===== config.mk =====
export PLATFORM = sky130hd
export DESIGN_NAME = remote_input_qualifier_top
export DESIGN_NICKNAME = d
export VERILOG_FILES = /design/src/rtl/rqi_pkg.sv /design/src/rtl/rqi_oneshot.sv /design/src/rtl/rqi_core.sv /design/src/rtl/remote_input_qualifier_top.sv
export SDC_FILE = /design/constraint.sdc
export NUM_CORES = 1
export LEC_CHECK = 0
export BUFFER_PORTS_ARGS = -buffer_cell sky130_fd_sc_hd__buf_2
export CORE_MARGIN = 5
export CORE_UTILIZATION = 45
export DETAILED_ROUTE_END_ITERATION = 16
export PLACE_DENSITY = 0.59
export RECOVER_POWER = 25
export SLEW_MARGIN = 5
export SYNTH_ARGS = -nofsm -noshare
export SYNTH_HDL_FRONTEND = slang
export SYNTH_SLANG_ARGS = --single-unit

===== constraint.sdc =====
create_clock -name clock -period 3.2 [get_ports clock]
set_input_delay 0.48 -clock clock [delete_from_list [all_inputs] [get_ports clock]]
set_output_delay 0.48 -clock clock [all_outputs]
set_load 0.05 [all_outputs]

===== src/rtl/rqi_pkg.sv =====
`timescale 1ns / 1ps
// ----------------------------------------------------------------------------
// rqi_pkg
// Types and constants shared by the remote input qualifier modules.
// ----------------------------------------------------------------------------
package rqi_pkg;

   localparam int CNT_W = 9;
   localparam int THR_W = 8;

   typedef enum logic [1:0] {
      OP_TICK  = 2'd0,
      OP_ARM   = 2'd1,
      OP_ACK   = 2'd2,
      OP_APPLY = 2'd3
   } op_type;

   typedef enum logic [1:0] {
      REG_START_MODE    = 2'd0,
      REG_MARK_MODE     = 2'd1,
      REG_READY_LEVEL   = 2'd2,
      REG_TRIGGER_COUNT = 2'd3
   } reg_index_type;

   localparam logic [1:0] MODE_OFF  = 2'd0;
   localparam logic [1:0] MODE_RISE = 2'd1;

   localparam logic [THR_W-1:0] TRIGGER_RESET = 8'd5;
   localparam logic             PIN_MASK      = 1'b1;

   typedef struct packed {
      logic [1:0]       start_mode;
      logic [1:0]       mark_mode;
      logic             ready_level;
      logic [THR_W-1:0] trigger_count;
   } cfg_type;

   typedef struct packed {
      logic             enabled;
      logic             seen;
      logic [CNT_W-1:0] count;
      logic             flag;
   } chan_type;

   typedef struct packed {
      logic irq;
      logic start_detected;
      logic mark_detected;
      logic ready_state;
   } result_type;

endpackage


===== src/rtl/rqi_oneshot.sv =====
`timescale 1ns / 1ps
// ----------------------------------------------------------------------------
// rqi_oneshot
// Tick update of one armed one-shot debounce channel.
// ----------------------------------------------------------------------------
module rqi_oneshot (
   input  logic                     go_i,
   input  logic                     pin_i,
   input  logic                     level_i,
   input  logic [rqi_pkg::THR_W-1:0] thr_i,
   input  rqi_pkg::chan_type        chan_i,
   output rqi_pkg::chan_type        chan_o,
   output logic                     fire_o
);

   logic [rqi_pkg::CNT_W-1:0] thr_ext;

   assign thr_ext = {1'b0, thr_i};

   always_comb begin
      chan_o = chan_i;
      fire_o = 1'b0;
      if (go_i) begin
         if ((pin_i & rqi_pkg::PIN_MASK) == level_i) begin
            if (chan_i.seen) begin
               chan_o.count = chan_i.count + 1'b1;
               if (chan_i.count > thr_ext) begin
                  chan_o.flag    = 1'b1;
                  chan_o.count   = thr_ext;
                  chan_o.seen    = 1'b0;
                  chan_o.enabled = 1'b0;
                  fire_o         = 1'b1;
               end
            end
         end else begin
            chan_o.flag  = 1'b0;
            chan_o.count = '0;
            chan_o.seen  = 1'b1;
         end
      end
   end

endmodule


===== src/rtl/rqi_core.sv =====
`timescale 1ns / 1ps
// ----------------------------------------------------------------------------
// rqi_core
// Channel state and per-word update for start, mark and ready.
// ----------------------------------------------------------------------------
module rqi_core (
   input  logic                clock,
   input  logic                reset,
   input  logic                step_i,
   input  rqi_pkg::op_type     op_i,
   input  logic                start_pin_i,
   input  logic                mark_pin_i,
   input  logic                ready_pin_i,
   input  logic                arm_enable_i,
   input  rqi_pkg::cfg_type    cfg_i,
   output rqi_pkg::result_type res_o
);

   rqi_pkg::chan_type start_ff, start_in, start_tick;
   rqi_pkg::chan_type mark_ff, mark_in, mark_tick;
   logic              sw_armed_ff, sw_armed_in;
   logic              start_lvl_ff, start_lvl_in;
   logic              mark_lvl_ff, mark_lvl_in;
   logic              ready_lvl_ff, ready_lvl_in;
   logic [rqi_pkg::CNT_W-1:0] ract_ff, ract_in;
   logic [rqi_pkg::CNT_W-1:0] rinact_ff, rinact_in;
   logic              ready_ff, ready_in;
   logic              start_fire, mark_fire, start_go, mark_go, irq;
   logic [rqi_pkg::CNT_W-1:0] thr_ext;

   assign thr_ext  = {1'b0, cfg_i.trigger_count};
   assign start_go = (op_i == rqi_pkg::OP_TICK) && start_ff.enabled && sw_armed_ff;
   assign mark_go  = (op_i == rqi_pkg::OP_TICK) && mark_ff.enabled;

   rqi_oneshot u_start (
      .go_i    (start_go),
      .pin_i   (start_pin_i),
      .level_i (start_lvl_ff),
      .thr_i   (cfg_i.trigger_count),
      .chan_i  (start_ff),
      .chan_o  (start_tick),
      .fire_o  (start_fire)
   );

   rqi_oneshot u_mark (
      .go_i    (mark_go),
      .pin_i   (mark_pin_i),
      .level_i (mark_lvl_ff),
      .thr_i   (cfg_i.trigger_count),
      .chan_i  (mark_ff),
      .chan_o  (mark_tick),
      .fire_o  (mark_fire)
   );

   always_comb begin
      start_in     = start_ff;
      mark_in      = mark_ff;
      sw_armed_in  = sw_armed_ff;
      start_lvl_in = start_lvl_ff;
      mark_lvl_in  = mark_lvl_ff;
      ready_lvl_in = ready_lvl_ff;
      ract_in      = ract_ff;
      rinact_in    = rinact_ff;
      ready_in     = ready_ff;
      irq          = 1'b0;
      case (op_i)
         rqi_pkg::OP_TICK: begin
            start_in = start_tick;
            mark_in  = mark_tick;
            irq      = start_fire | mark_fire;
            if ((ready_pin_i & rqi_pkg::PIN_MASK) == ready_lvl_ff) begin
               ract_in = ract_ff + 1'b1;
               if (ract_ff > thr_ext) begin
                  if (!ready_ff) begin
                     irq       = 1'b1;
                     ready_in  = 1'b1;
                     rinact_in = '0;
                  end
                  ract_in = thr_ext;
               end
            end else begin
               rinact_in = rinact_ff + 1'b1;
               if (rinact_ff > thr_ext) begin
                  if (ready_ff) begin
                     irq      = 1'b1;
                     ready_in = 1'b0;
                     ract_in  = '0;
                  end
                  rinact_in = thr_ext;
               end
            end
         end
         rqi_pkg::OP_ARM: begin
            if (arm_enable_i) begin
               start_in.count = '0;
               start_in.seen  = 1'b0;
               sw_armed_in    = 1'b1;
            end else begin
               sw_armed_in = 1'b0;
            end
         end
         rqi_pkg::OP_ACK: begin
            start_in.flag   = 1'b0;
            mark_in.enabled = 1'b1;
         end
         rqi_pkg::OP_APPLY: begin
            start_in.enabled = (cfg_i.start_mode != rqi_pkg::MODE_OFF);
            if (cfg_i.start_mode != rqi_pkg::MODE_OFF) begin
               start_lvl_in = (cfg_i.start_mode == rqi_pkg::MODE_RISE);
            end
            mark_in.enabled = (cfg_i.mark_mode != rqi_pkg::MODE_OFF);
            if (cfg_i.mark_mode != rqi_pkg::MODE_OFF) begin
               mark_lvl_in = (cfg_i.mark_mode == rqi_pkg::MODE_RISE);
            end
            ready_lvl_in = cfg_i.ready_level;
         end
         default: begin
         end
      endcase
   end

   always_comb begin
      res_o.irq            = irq;
      res_o.start_detected = start_in.flag;
      res_o.mark_detected  = mark_in.flag;
      res_o.ready_state    = ready_in;
   end

   always_ff @(posedge clock) begin
      if (reset) begin
         start_ff     <= '0;
         mark_ff      <= '0;
         sw_armed_ff  <= 1'b0;
         start_lvl_ff <= 1'b0;
         mark_lvl_ff  <= 1'b0;
         ready_lvl_ff <= 1'b0;
         ract_ff      <= '0;
         rinact_ff    <= '0;
         ready_ff     <= 1'b0;
      end else if (step_i) begin
         start_ff     <= start_in;
         mark_ff      <= mark_in;
         sw_armed_ff  <= sw_armed_in;
         start_lvl_ff <= start_lvl_in;
         mark_lvl_ff  <= mark_lvl_in;
         ready_lvl_ff <= ready_lvl_in;
         ract_ff      <= ract_in;
         rinact_ff    <= rinact_in;
         ready_ff     <= ready_in;
      end
   end

   a_start_rise_on_tick : assert property (@(posedge clock) disable iff (reset)
      $rose(start_ff.flag) |-> $past(step_i && op_i == rqi_pkg::OP_TICK))
      else $error("start flag set outside a tick");

   a_mark_fire_disables : assert property (@(posedge clock) disable iff (reset)
      $rose(mark_ff.flag) |-> !mark_ff.enabled)
      else $error("mark fired but channel still enabled");

   a_irq_only_tick : assert property (@(posedge clock) disable iff (reset)
      (step_i && op_i != rqi_pkg::OP_TICK) |-> !res_o.irq)
      else $error("interrupt on a non-tick word");

   a_ready_change_irq : assert property (@(posedge clock) disable iff (reset)
      (step_i && (ready_in != ready_ff)) |-> res_o.irq)
      else $error("ready change without interrupt");

endmodule


===== src/rtl/remote_input_qualifier_top.sv =====
`timescale 1ns / 1ps
// ----------------------------------------------------------------------------
// remote_input_qualifier_top
// Debounced, armed detection of remote start, mark and ready contacts.
//
//   channel | handshake           | payload
//   req     | req_valid/req_stall | opcode, start/mark/ready pins, arm_enable
//   rsp     | rsp_valid/rsp_stall | interrupt, start/mark detected, ready state
//   csr     | csr_valid/csr_ready | csr_index, csr_data
//
// One word per cycle while rsp is not stalled; a word reaches rsp through the
// input register and then the result register around the channel update logic.
// A stalled rsp holds the result; the input register keeps accepting while the
// result register is free or drains in the same cycle.
// Reset clears all channel state; thresholds return to their reset values.
// ----------------------------------------------------------------------------
module remote_input_qualifier_top (
   input  logic       clock,
   input  logic       reset,
   input  logic       req_valid,
   output logic       req_stall,
   input  logic [1:0] req_opcode,
   input  logic       req_start_pin,
   input  logic       req_mark_pin,
   input  logic       req_ready_pin,
   input  logic       req_arm_enable,
   output logic       rsp_valid,
   input  logic       rsp_stall,
   output logic       rsp_interrupt,
   output logic       rsp_start_detected,
   output logic       rsp_mark_detected,
   output logic       rsp_ready_state,
   input  logic       csr_valid,
   output logic       csr_ready,
   input  logic [1:0] csr_index,
   input  logic [7:0] csr_data
);

   rqi_pkg::cfg_type    cfg_ff;
   rqi_pkg::op_type     op_ff;
   logic                in_valid_ff, in_valid_in;
   logic                start_pin_ff, mark_pin_ff, ready_pin_ff, arm_ff;
   logic                out_valid_ff, out_valid_in;
   rqi_pkg::result_type res_ff, res;
   logic                out_free, step, accept;

   assign csr_ready = 1'b1;
   assign out_free  = !out_valid_ff || !rsp_stall;
   assign step      = in_valid_ff && out_free;
   assign req_stall = in_valid_ff && !out_free;
   assign accept    = req_valid && !req_stall;

   assign in_valid_in  = accept | (in_valid_ff & ~step);
   assign out_valid_in = step | (out_valid_ff & rsp_stall);

   always_ff @(posedge clock) begin
      if (reset) begin
         cfg_ff.start_mode    <= rqi_pkg::MODE_OFF;
         cfg_ff.mark_mode     <= rqi_pkg::MODE_OFF;
         cfg_ff.ready_level   <= 1'b0;
         cfg_ff.trigger_count <= rqi_pkg::TRIGGER_RESET;
      end else if (csr_valid && csr_ready) begin
         case (rqi_pkg::reg_index_type'(csr_index))
            rqi_pkg::REG_START_MODE:    cfg_ff.start_mode    <= csr_data[1:0];
            rqi_pkg::REG_MARK_MODE:     cfg_ff.mark_mode     <= csr_data[1:0];
            rqi_pkg::REG_READY_LEVEL:   cfg_ff.ready_level   <= csr_data[0];
            rqi_pkg::REG_TRIGGER_COUNT: cfg_ff.trigger_count <= csr_data;
            default: begin
            end
         endcase
      end
   end

   always_ff @(posedge clock) begin
      if (reset) begin
         in_valid_ff  <= 1'b0;
         out_valid_ff <= 1'b0;
      end else begin
         in_valid_ff  <= in_valid_in;
         out_valid_ff <= out_valid_in;
      end
   end

   always_ff @(posedge clock) begin
      if (accept) begin
         op_ff        <= rqi_pkg::op_type'(req_opcode);
         start_pin_ff <= req_start_pin;
         mark_pin_ff  <= req_mark_pin;
         ready_pin_ff <= req_ready_pin;
         arm_ff       <= req_arm_enable;
      end
      if (step) begin
         res_ff <= res;
      end
   end

   rqi_core u_core (
      .clock        (clock),
      .reset        (reset),
      .step_i       (step),
      .op_i         (op_ff),
      .start_pin_i  (start_pin_ff),
      .mark_pin_i   (mark_pin_ff),
      .ready_pin_i  (ready_pin_ff),
      .arm_enable_i (arm_ff),
      .cfg_i        (cfg_ff),
      .res_o        (res)
   );

   assign rsp_valid          = out_valid_ff;
   assign rsp_interrupt      = res_ff.irq;
   assign rsp_start_detected = res_ff.start_detected;
   assign rsp_mark_detected  = res_ff.mark_detected;
   assign rsp_ready_state    = res_ff.ready_state;

endmodule


==> reports/results.md, run 1 <==
| Group | Result | Value |
|:---|:---|:---|
| cells and area | Area grow syn2layout | 12.3% |
| sta | Unrepaired setup endpoints after global routing | no |
| setup path | Critical path data required time | 3.45 ns |
| cells and area | Filler instances | 940 |
| cells and area | Share of the core filled with cells | 51.5% |
| setup path | Startpoint type of the worst setup path | register |
| sta | Fmax | 0.345 GHz |
| global route | Global-route usage over all layers | 21.5% |
| clock network | CTS buffer count | 9 |
| clock network | # Post-CTS Setup Buffers | 0 |
| global route | Global-route wire length before repair | 20.0 mm |
| route | Routed WL per cell | 17.5 um |
| synth | Cell type contributing the most total cell area after synthesis | sky130_fd_sc_hd__dfxtp_1 |
| floorplanning | DIE WIDTH | 109 um |
| sta | Worst clock skew | 0.00966 ns |
| place | Number of buffers added on ports | 26 |
| synth | Total standard cell area after synthesis | 0.00444 sq mm |
| synth | Share of the yosys chip area belonging to registers | 34.7% |
| route | First drt pass iteration count | 6 |
| outcome | Outcome | finished with violations |
| place | GPL Wtd Cong | 0.914 |
| setup path | Critical Path AT | 3.15 ns |
| synth | Avg Cell Area, Syn | 8.50 sq um |
| cells and area | Antenna diode instance count | 0 |
| cells and area | Multi-input gate area in the final layout | 0.00272 sq mm |
| global route | Pin count of the biggest net entering global routing | 45 |
| place | Setup Slack @ Placement | 0.362 ns |
| floorplanning | Floorplan Core Area | 0.00968 sq mm |
| pwr | Power density of the placed cells | 391 mW/mm^2 |
| clock network | H-tree lvl count | 3 |
| setup path | Kind of capture point of the worst setup path | register |
| synth | Number of nets in the synthesized netlist | 579 |
| sta | Final worst-path setup slack | 0.299 ns |
| pwr | Worst-case vdd ir drop | 0.291 mV |
| sta | Worst Tran Pin Value | 1.97 ns |
| synth | Most frequent cell after synthesis | sky130_fd_sc_hd__dfxtp_1 |
| setup path | Worst path cell trace | inv_1 > ha_1 > and4b_1 > a2111oi_0 > a211oi_2 > buf_4 > or3_1 > a21o_1 > a31oi_1 |
| clock network | CTS Root Cell | sky130_fd_sc_hd__clkbuf_8 |
| cells and area | Total Nets Final | 613 |
| synth | Synth warn | 0 |
| job | Max_cap viols | 1 |
| synth | Ys flop type | sky130_fd_sc_hd__dfxtp_1 |
| setup path | Library cell contributing the largest single delay on the critical path | sky130_fd_sc_hd__a2111oi_0 |
| floorplanning | Die Y | 109 um |
| clock network | Worst-Skew Late Latency | 0.35 ns |
| route | Wire length after detailed routing | 12.2 mm |
| sta | Final period demand of the worst path | 2.90 ns |
| clock network | Clock tree from TritonCTS | done |
| cells and area | Fraction of layout instances using a drive strength above 1 | 11.8% |
| sta | Fin crit share | 90.7% |
| clock network | Clk sinks | 72 |
| synth | EDFF count, synth | 10 |
| place | HPWL reported at the end of detailed placement | 9.13 mm |
| sta | Setup TNS | 0 ns |
| route | Initial DRC Count | 299 |
| global route | Overflow left after global routing | 0 |
| synth | Number of different library cells in the post-synthesis netlist | 67 |
| setup path | Category of the critical setup timing path | reg -> reg |
| sta | Fin. Hold Viols | 0 |
| sta | Count of final max-slew check failures | 45 |
| setup path | Largest fanout of any net on the critical path | 11 |
| hold path | Worst min-delay path category | in -> reg |
| synth | Synth area leaders | sky130_fd_sc_hd__dfxtp_1 (28%), sky130_fd_sc_hd__ha_1 (10%), sky130_fd_sc_hd__edfxtp_1 (6.8%) |
| route | Post-detailed-route count of antenna-violating nets | 0 |
| floorplanning | I/O Pins | 28 |
| synth | Flop and latch count out of synthesis | 72 |
| synth | Synth Instances | 522 |
| pwr | Reported leakage power | 2.02 nW |
| route | Via count normalized by instance count | 5.94 |
| sta | Final number of setup-violating endpoints | 0 |
| cells and area | Seq. cell area | 0.00154 sq mm |
| route | Residual DRC | 0 |
| synth | FFs w/ async S/R, synth | 0% |
| global route | Antenna violations before repair | 0 |
| clock network | Hold-fix buffers, CTS | 0 |
| floorplanning | Initial cell density of the core | 45.8% |
| synth | Most common library cells after synthesis | sky130_fd_sc_hd__dfxtp_1 (62), sky130_fd_sc_hd__nand2_1 (50), sky130_fd_sc_hd__nor2_1 (45) |
| floorplanning | Row cnt | 36 |
| sta | Slew HR | -31.1% |
| clock network | Post-CTS sizing | 0 |
| outcome | Violations in the final reports | capacitance limit, slew limit |
| floorplanning | Floorplan die area | 0.0120 sq mm |
| route | Via count of the routed design | 4119 |
| clock network | CTS max path bufs | 2 |
| synth | Fraction of post-synthesis cell area in the top cell type by area | 28.0% |
| setup path | Biggest cell delay along the critical path | 0.52 ns |
| global route | Number of global-route vias before repair | 3913 |
| clock network | Clock-pin transition on the worst setup and hold timing paths | 0.08 ns |
[flip-flops by register name (all words and copies together) (netlist names)]
signal and cells:
op_ff 2, rsp_start_detected 1, u_core.mark_ff 12, u_core.ract_ff 9, mark_pin_ff 1, rsp_interrupt 1, rsp_valid 1, rsp_ready_state 1
arm_ff 1, u_core.rinact_ff 9, u_core.ready_lvl_ff 1, u_core.start_ff 12, rsp_mark_detected 1, cfg_ff 13, start_pin_ff 1, ready_pin_ff 1
u_core.start_lvl_ff 1, u_core.sw_armed_ff 1, in_valid_ff 1, u_core.ready_ff 1, u_core.mark_lvl_ff 1
[logic make-up after synthesis]
family	count (synthesis)	synth area share, %
AOI/OAI and AO/OA	154	24.0
xor gates and xnor gates	11	2.17
DFF	72	34.7
muxes	15	3.41
adders and majority gates	36	10.1
buffers and inverters	43	4.00
and+or+nand+nor	190	21.4
other	1	0.0845
[layout make-up]
type	count	area share (%)
Tap cell	133	3.34
Sequential cell	72	30.9
Timing Repair Buffer	40	4.59
Inverter	26	1.96
Multi-Input combinational cell	407	54.6
Clock inverter	6	1.86
Clock buffer	10	2.76
[placed cells by master (no fill, tap or decap), types with 16 or more instances in the layout]
master | synthesis | final
sky130_fd_sc_hd__nand3_1 | 29 | 29
sky130_fd_sc_hd__ha_1 | 36 | 36
sky130_fd_sc_hd__o21ai_0 | 22 | 22
sky130_fd_sc_hd__nand2_1 | 50 | 50
sky130_fd_sc_hd__inv_1 | 25 | 26
sky130_fd_sc_hd__dfxtp_1 | 62 | 62
sky130_fd_sc_hd__a31oi_1 | 16 | 16
sky130_fd_sc_hd__buf_2 | 4 | 24
sky130_fd_sc_hd__a21oi_1 | 38 | 38
sky130_fd_sc_hd__nor2_1 | 45 | 45
[critical path: cells and delay by family, from the launching register on]
kind / cells / cell delay, ns
AO/OA/AOI/OAI: 4 / 1.03
AND/OR/NAND/NOR: 2 / 0.52
flip-flops: 1 / 0.50
buffers and inverters: 2 / 0.44
adder cells (fa/ha/maj): 1 / 0.32
[metrics by stage]
| stage | power (mW) | hold slack (ns) | std cells | area (sq um) |
|---|---|---|---|---|
| 6_report | 1.95 | 0.296 | 694 | 4980 |
| 5_1_grt | 2.03 | 0.275 | 694 | 4980 |
| 4_1_cts | 1.96 | 0.284 | 694 | 4990 |
| 3_5_place_dp | 1.14 | 0.464 | 678 | 4760 |
| 3_3_place_gp | 1.13 | 0.457 | 678 | 4760 |
| 2_1_floorplan | 1.08 | 0.431 | 522 | 4440 |
[where the power goes]
group          total [mW]  switching (mW)  internal (mW)
registers           0.953          0.0206          0.933
logic               0.163           0.108         0.0550
clock network       0.833           0.371          0.463
total                1.95           0.500           1.45
[worst paths after layout]
kind | startpoint | endpoint | slack, ns | cells after the start
max | cfg_ff[5]$_SDFFE_PP0P_ | u_core.mark_ff[4]$_SDFFE_PP0P_ | 0.30 | 9
min | req_opcode[1] | op_ff[1]$_DFFE_PP_ | 0.30 | 1
max reg2reg | cfg_ff[5]$_SDFFE_PP0P_ | u_core.mark_ff[4]$_SDFFE_PP0P_ | 0.30 | 9
min reg2reg | cfg_ff[8]$_SDFFE_PP0P_ | u_core.ready_lvl_ff$_SDFFE_PP0P_ | 0.47 | 2
[per-layer routing]
layer  up-vias  routed length (um)  track usage [%]  share of wire [%]
met5         -                   0                0                  0
met4         0                 299             8.19                2.5
met3        23                 738             3.58                6.1
met2       133                5620             35.1                 46
met1      1942                5500             28.5                 45
li1       2021                   -                -                  -
Note: power is estimated with default switching activity, not from simulation.
==> inputs of run 2 (changes only) <==
clock period = 3.05 ns   (was 3.2 ns; I/O delays follow)
==> reports/results.md, run 2 (synthesis results as in run 1) <==
| Group | Result | Value |
|:---|:---|:---|
| sta | Count of final max-slew check failures | 45 |
| cells and area | Antenna diode instance count | 0 |
| place | Number of cells after detailed placement | 680 |
| cells and area | Fraction of layout instances using a drive strength above 1 | 12.1% |
| route | First drt pass iteration count | 5 |
| route | Residual DRC | 0 |
| clock network | Clk sinks | 72 |
| clock network | H-tree lvl count | 3 |
| floorplanning | Floorplan Core Area | 0.00968 sq mm |
| global route | Overflow left after global routing | 0 |
| clock network | Clock tree from TritonCTS | done |
| setup path | Kind of capture point of the worst setup path | register |
| setup path | Register-to-Register Path Depth | 8 |
| cells and area | Cell Count, Final, Fillers Out | 695 |
| sta | Unrepaired setup endpoints after global routing | no |
| setup path | Startpoint type of the worst setup path | register |
| pwr | Clk pwr share | 45.7% |
| clock network | CTS Root Cell | sky130_fd_sc_hd__clkbuf_8 |
| global route | Global-route wire length before repair | 19.6 mm |
| pwr | Proportion of total power due to net switching | 23.3% |
| hold path | Worst Hold Endpoint | op_ff[0]$_DFFE_PP_ |
| route | Via count of the routed design | 4124 |
| outcome | Outcome | finished with violations |
| sta | Fin. Hold Viols | 0 |
| floorplanning | Row cnt | 36 |
| cells and area | Multi-input gate area in the final layout | 0.00272 sq mm |
| hold path | Startpoint of the lowest-slack hold path | req_opcode[0] |
| route | Routed WL per cell | 17.4 um |
| sta | Final number of setup-violating endpoints | 0 |
| floorplanning | I/O Pins | 28 |
| pwr | Net switching power figure | 0.504 mW |
| clock network | CTS buffer count | 9 |
| clock network | Clock-pin transition on the worst setup and hold timing paths | 0.07 ns |
| clock network | Post-CTS sizing | 0 |
| setup path | Category of the critical setup timing path | reg -> reg |
| sta | Slew HR | -28.5% |
| place | Number of buffers added on ports | 26 |
| sta | Final worst-path setup slack | 0.195 ns |
| setup path | Reg-to-reg startpoint | cfg_ff[6]$_SDFFE_PP0P_ |
| sta | Fin crit share | 93.6% |
| route | Via count normalized by instance count | 5.93 |
| setup path | End of the worst register-to-register path | rsp_interrupt$_SDFFCE_PN0P_ |
| clock network | CTS max path bufs | 2 |
| pwr | Share of total power in combinational logic | 8.2% |
| floorplanning | Initial cell density of the core | 45.8% |
| clock network | # Post-CTS Setup Buffers | 0 |
| cells and area | Seq. cell area | 0.00154 sq mm |
| place | HPWL reported at the end of detailed placement | 9.04 mm |
| outcome | Violations in the final reports | capacitance limit, slew limit |
| floorplanning | DIE WIDTH | 109 um |
| route | Initial DRC Count | 281 |
| cells and area | Number of flip-flops under the largest register name | 13 |
| cells and area | Share of the core filled with cells | 51.9% |
| global route | Global-route usage over all layers | 21.3% |
| route | Post-detailed-route count of antenna-violating nets | 0 |
| sta | Worst clock skew | 0.00947 ns |
| place | GPL Wtd Cong | 0.892 |
| floorplanning | Floorplan die area | 0.0120 sq mm |
| place | Post-Place Cell Area | 0.00478 sq mm |
| setup path | Largest fanout of any net on the critical path | 10 |
| cells and area | Largest Register | cfg_ff |
| sta | Worst Tran Pin Value | 1.93 ns |
| setup path | Critical Path AT | 2.96 ns |
| pwr | Overall power of the completed layout | 2.16 mW |
| cells and area | Most frequent standard cell in the layout excluding fill and tap cells | sky130_fd_sc_hd__dfxtp_1 |
| clock network | Worst-Skew Late Latency | 0.36 ns |
| job | Max_cap viols | 1 |
| place | Setup Slack @ Placement | 0.242 ns |
| global route | Antenna violations before repair | 0 |
| cells and area | Final design area excluding fillers | 0.00503 sq mm |
| cells and area | Largest registers in the final layout | cfg_ff (13), u_core.mark_ff (12), u_core.start_ff (12) |
| cells and area | Commonest cells after routing, fill and taps aside | sky130_fd_sc_hd__dfxtp_1 (62), sky130_fd_sc_hd__nand2_1 (50), sky130_fd_sc_hd__nor2_1 (45) |
| route | Wire length after detailed routing | 12.1 mm |
| cells and area | Area grow syn2layout | 13.2% |
| global route | Number of global-route vias before repair | 3921 |
| pwr | Worst-case vdd ir drop | 0.266 mV |
| clock network | Hold-fix buffers, CTS | 0 |
| cells and area | Filler instances | 943 |
| hold path | Worst Hold Depth | 1 |
| sta | Fmax | 0.350 GHz |
| setup path | Worst R2R Setup Slack | 0.20 ns |
| pwr | Reported leakage power | 2.05 nW |
| pwr | Relative contribution of sequential cells to total power | 46.1% |
| global route | Pin count of the biggest net entering global routing | 45 |
| floorplanning | Die Y | 109 um |
| setup path | Critical path data required time | 3.16 ns |
| cells and area | Total Nets Final | 615 |
| pwr | Power density of the placed cells | 430 mW/mm^2 |
| pwr | Int Pwr | 1.66 mW |
| sta | Final period demand of the worst path | 2.85 ns |
| sta | Setup TNS | 0 ns |
| hold path | Worst min-delay path category | in -> reg |
| sta | WHS | 0.274 ns |
run 2: worst max-delay path by stage:
stage	slack [ns]	to	depth (start not counted)	start
after CTS	0.21	rsp_interrupt$_SDFFCE_PN0P_	8	cfg_ff[6]$_SDFFE_PP0P_
after floorplan	0.55	rsp_interrupt$_SDFFCE_PN0P_	9	cfg_ff[6]$_SDFFE_PP0P_
after detailed placement	0.24	rsp_interrupt$_SDFFCE_PN0P_	8	cfg_ff[6]$_SDFFE_PP0P_
after global routing	0.004	rsp_interrupt$_SDFFCE_PN0P_	8	cfg_ff[6]$_SDFFE_PP0P_
final	0.20	rsp_interrupt$_SDFFCE_PN0P_	8	cfg_ff[6]$_SDFFE_PP0P_
after global placement	0.37	rsp_interrupt$_SDFFCE_PN0P_	8	cfg_ff[6]$_SDFFE_PP0P_
run 2: power by group through the flow:
| stage | registers (mW) | clock network [mW] | logic, mW |
|---|---|---|---|
| floorplan | 1.02 | 0 | 0.106 |
| global placement | 1.02 | 0 | 0.174 |
| detailed placement | 1.02 | 0 | 0.175 |
| CTS | 0.997 | 1.00 | 0.176 |
| global route | 0.999 | 1.05 | 0.195 |
| finish | 0.997 | 0.988 | 0.176 |
run 2: area by class of cell:
type                       count  share of cell area [%]
tap                          133                    3.31
timing repair buffer          42                    4.85
clock buffer                   9                    2.46
multi-input combinational    407                    54.1
inverter                      26                    1.94
clock inverter                 6                    2.64
sequential                    72                    30.7
run 2: layer usage:
metal  vias up  global-route usage (%)  routed length (um)
li1       2022                       -                   -
met1      1946                    27.8                5450
met2       129                    33.2                5440
met3        27                    4.64                 727
met4         0                    10.5                 446
met5         -                       0                   0
run 2: critical path, stage by stage (launching register included):
cell                        delay (ns)
sky130_fd_sc_hd__dfxtp_1          0.42
sky130_fd_sc_hd__inv_1            0.17
sky130_fd_sc_hd__ha_1             0.35
sky130_fd_sc_hd__a21o_1           0.18
sky130_fd_sc_hd__a211oi_1         0.36
sky130_fd_sc_hd__o211ai_1         0.34
sky130_fd_sc_hd__and2_1           0.37
sky130_fd_sc_hd__o2bb2ai_1        0.18
sky130_fd_sc_hd__o31a_1           0.24
==> inputs of run 3 (changes only) <==
CAP_MARGIN = 5   (was unset)
CORE_UTILIZATION = 40   (was 45)
GPL_TIMING_DRIVEN = 1   (was unset)
PLACE_DENSITY = 0.53   (was 0.59)
==> reports/results.md, run 3 (synthesis results as in run 1) <==
| Group | Result | Value |
|:---|:---|:---|
| outcome | Outcome | complete, no violations |
| clock network | CTS max path bufs | 2 |
| sta | Final period demand of the worst path | 2.88 ns |
| cells and area | Area grow syn2layout | 12.6% |
| sta | Unrepaired setup endpoints after global routing | no |
| clock network | H-tree lvl count | 3 |
| setup path | Startpoint of the worst setup timing path | cfg_ff[6]$_SDFFE_PP0P_ |
| cells and area | Commonest cells after routing, fill and taps aside | sky130_fd_sc_hd__dfxtp_1 (62), sky130_fd_sc_hd__nand2_1 (50), sky130_fd_sc_hd__nor2_1 (45) |
| setup path | Kind of capture point of the worst setup path | register |
| clock network | Clk sinks | 72 |
| route | Wire length after detailed routing | 12.3 mm |
| global route | Overflow left after global routing | 0 |
| setup path | Critical path data required time | 3.18 ns |
| route | Residual DRC | 0 |
| place | Post-Place Cell Area | 0.00478 sq mm |
| global route | Antenna violations before repair | 0 |
| cells and area | Final design area excluding fillers | 0.00500 sq mm |
| setup path | Critical Path AT | 3.01 ns |
| sta | Count of final max-slew check failures | 0 |
| global route | Global-route wire length before repair | 20.1 mm |
| floorplanning | Floorplan Core Area | 0.0108 sq mm |
| floorplanning | I/O Pins | 28 |
| route | Via count of the routed design | 4137 |
| floorplanning | Die Y | 115 um |
| pwr | Reported leakage power | 2.04 nW |
| cells and area | Share of the core filled with cells | 46.1% |
| hold path | Startpoint of the lowest-slack hold path | req_mark_pin |
| cells and area | Filler instances | 1102 |
| setup path | Worst path cell trace | inv_1 > ha_1 > a21o_1 > a211oi_1 > o211ai_1 > and2_1 > o2bb2ai_1 > o31a_1 |
| cells and area | Most frequent standard cell in the layout excluding fill and tap cells | sky130_fd_sc_hd__dfxtp_1 |
| setup path | Library cell contributing the largest single delay on the critical path | sky130_fd_sc_hd__dfxtp_1 |
| hold path | Worst min-delay path category | in -> reg |
| sta | Slew HR | 6.40% |
| setup path | Reg-to-reg startpoint | cfg_ff[6]$_SDFFE_PP0P_ |
| route | Initial DRC Count | 211 |
| cells and area | Cell Count, Final, Fillers Out | 704 |
| route | Via count normalized by instance count | 5.88 |
| sta | Final number of setup-violating endpoints | 0 |
| cells and area | Fraction of layout instances using a drive strength above 1 | 12.4% |
| sta | Fin. Hold Viols | 0 |
| clock network | Worst-Skew Late Latency | 0.37 ns |
| cells and area | Largest Register | cfg_ff |
| floorplanning | Row cnt | 38 |
| setup path | Biggest cell delay along the critical path | 0.43 ns |
| place | Number of cells after detailed placement | 686 |
| route | Post-detailed-route count of antenna-violating nets | 0 |
| pwr | Overall power of the completed layout | 1.98 mW |
| sta | Fmax | 0.348 GHz |
| setup path | Startpoint type of the worst setup path | register |
| cells and area | Number of flip-flops under the largest register name | 13 |
| clock network | CTS buffer count | 9 |
| cells and area | Largest registers in the final layout | cfg_ff (13), u_core.mark_ff (12), u_core.start_ff (12) |
| sta | Final worst-path setup slack | 0.173 ns |
| place | Setup Slack @ Placement | 0.175 ns |
| global route | Pin count of the biggest net entering global routing | 31 |
| clock network | Hold-fix buffers, CTS | 0 |
| route | First drt pass iteration count | 5 |
| pwr | Power density of the placed cells | 397 mW/mm^2 |
| pwr | Worst-case vdd ir drop | 0.387 mV |
| floorplanning | Initial cell density of the core | 41.0% |
| sta | WHS | 0.255 ns |
| cells and area | Antenna diode instance count | 0 |
| sta | Fin crit share | 94.3% |
| place | GPL Wtd Cong | 0.898 |
| clock network | CTS Root Cell | sky130_fd_sc_hd__clkbuf_8 |
| setup path | Largest fanout of any net on the critical path | 10 |
| sta | Worst clock skew | 0.00921 ns |
| floorplanning | Floorplan die area | 0.0133 sq mm |
| floorplanning | DIE WIDTH | 115 um |
| place | Number of buffers added on ports | 26 |
| sta | Worst Tran Pin Value | 1.40 ns |
| cells and area | Total Nets Final | 616 |
| setup path | Worst R2R Setup Slack | 0.17 ns |
| place | HPWL reported at the end of detailed placement | 9.28 mm |
| job | Max_cap viols | 0 |
| sta | Setup TNS | 0 ns |
| clock network | Clock-pin transition on the worst setup and hold timing paths | 0.08 ns |
| global route | Number of global-route vias before repair | 3843 |
| route | Routed WL per cell | 17.5 um |
| global route | Global-route usage over all layers | 19.5% |
| setup path | Category of the critical setup timing path | reg -> reg |
| clock network | Clock tree from TritonCTS | done |
## run 3: area by class of cell
| type | instances | area [sq um] | area share [%] |
|---|---|---|---|
| Multi-Input combinational cell | 407 | 2730 | 54.5 |
| Sequential cell | 72 | 1540 | 30.8 |
| Timing Repair Buffer | 43 | 253 | 5.06 |
| Tap cell | 140 | 175 | 3.50 |
| Clock buffer | 11 | 151 | 3.03 |
| Inverter | 26 | 97.6 | 1.95 |
| Clock inverter | 5 | 55.1 | 1.10 |
## run 3: timing repair
item,CTS,global route
hold endpoints to repair,0,0
buffers inserted,0,2
setup endpoints to repair,0,4
resized for setup,0,1
## run 3: worst paths after layout
path / depth (start not counted) / end
hold / removal: 1 / mark_pin_ff$_DFFE_PP_
hold reg to reg: 2 / u_core.ready_lvl_ff$_SDFFE_PP0P_
setup / recovery: 8 / rsp_interrupt$_SDFFCE_PN0P_
setup reg to reg: 8 / rsp_interrupt$_SDFFCE_PN0P_
## run 3: critical path: cells and delay by family (launching register included)
family	cells	cell delay (ns)
flip-flops	1	0.43
buffers and inverters	1	0.17
AO/OA/AOI/OAI	5	1.32
AND/OR/NAND/NOR	1	0.38
adder cells (fa/ha/maj)	1	0.34
## run 3: where the power goes
| group | total, mW | internal, mW | switching, mW |
|---|---|---|---|
| registers | 0.999 | 0.978 | 0.0204 |
| logic | 0.176 | 0.0599 | 0.117 |
| clock network | 0.809 | 0.419 | 0.389 |
## run 3: metal layers
metal	GRT usage, %	up-vias	share of wire (%)
met4	9.62	0	3.0
met1	26.0	1966	47
met2	30.7	125	45
met3	3.00	22	5.3
met5	0	-	0
li1	-	2024	-
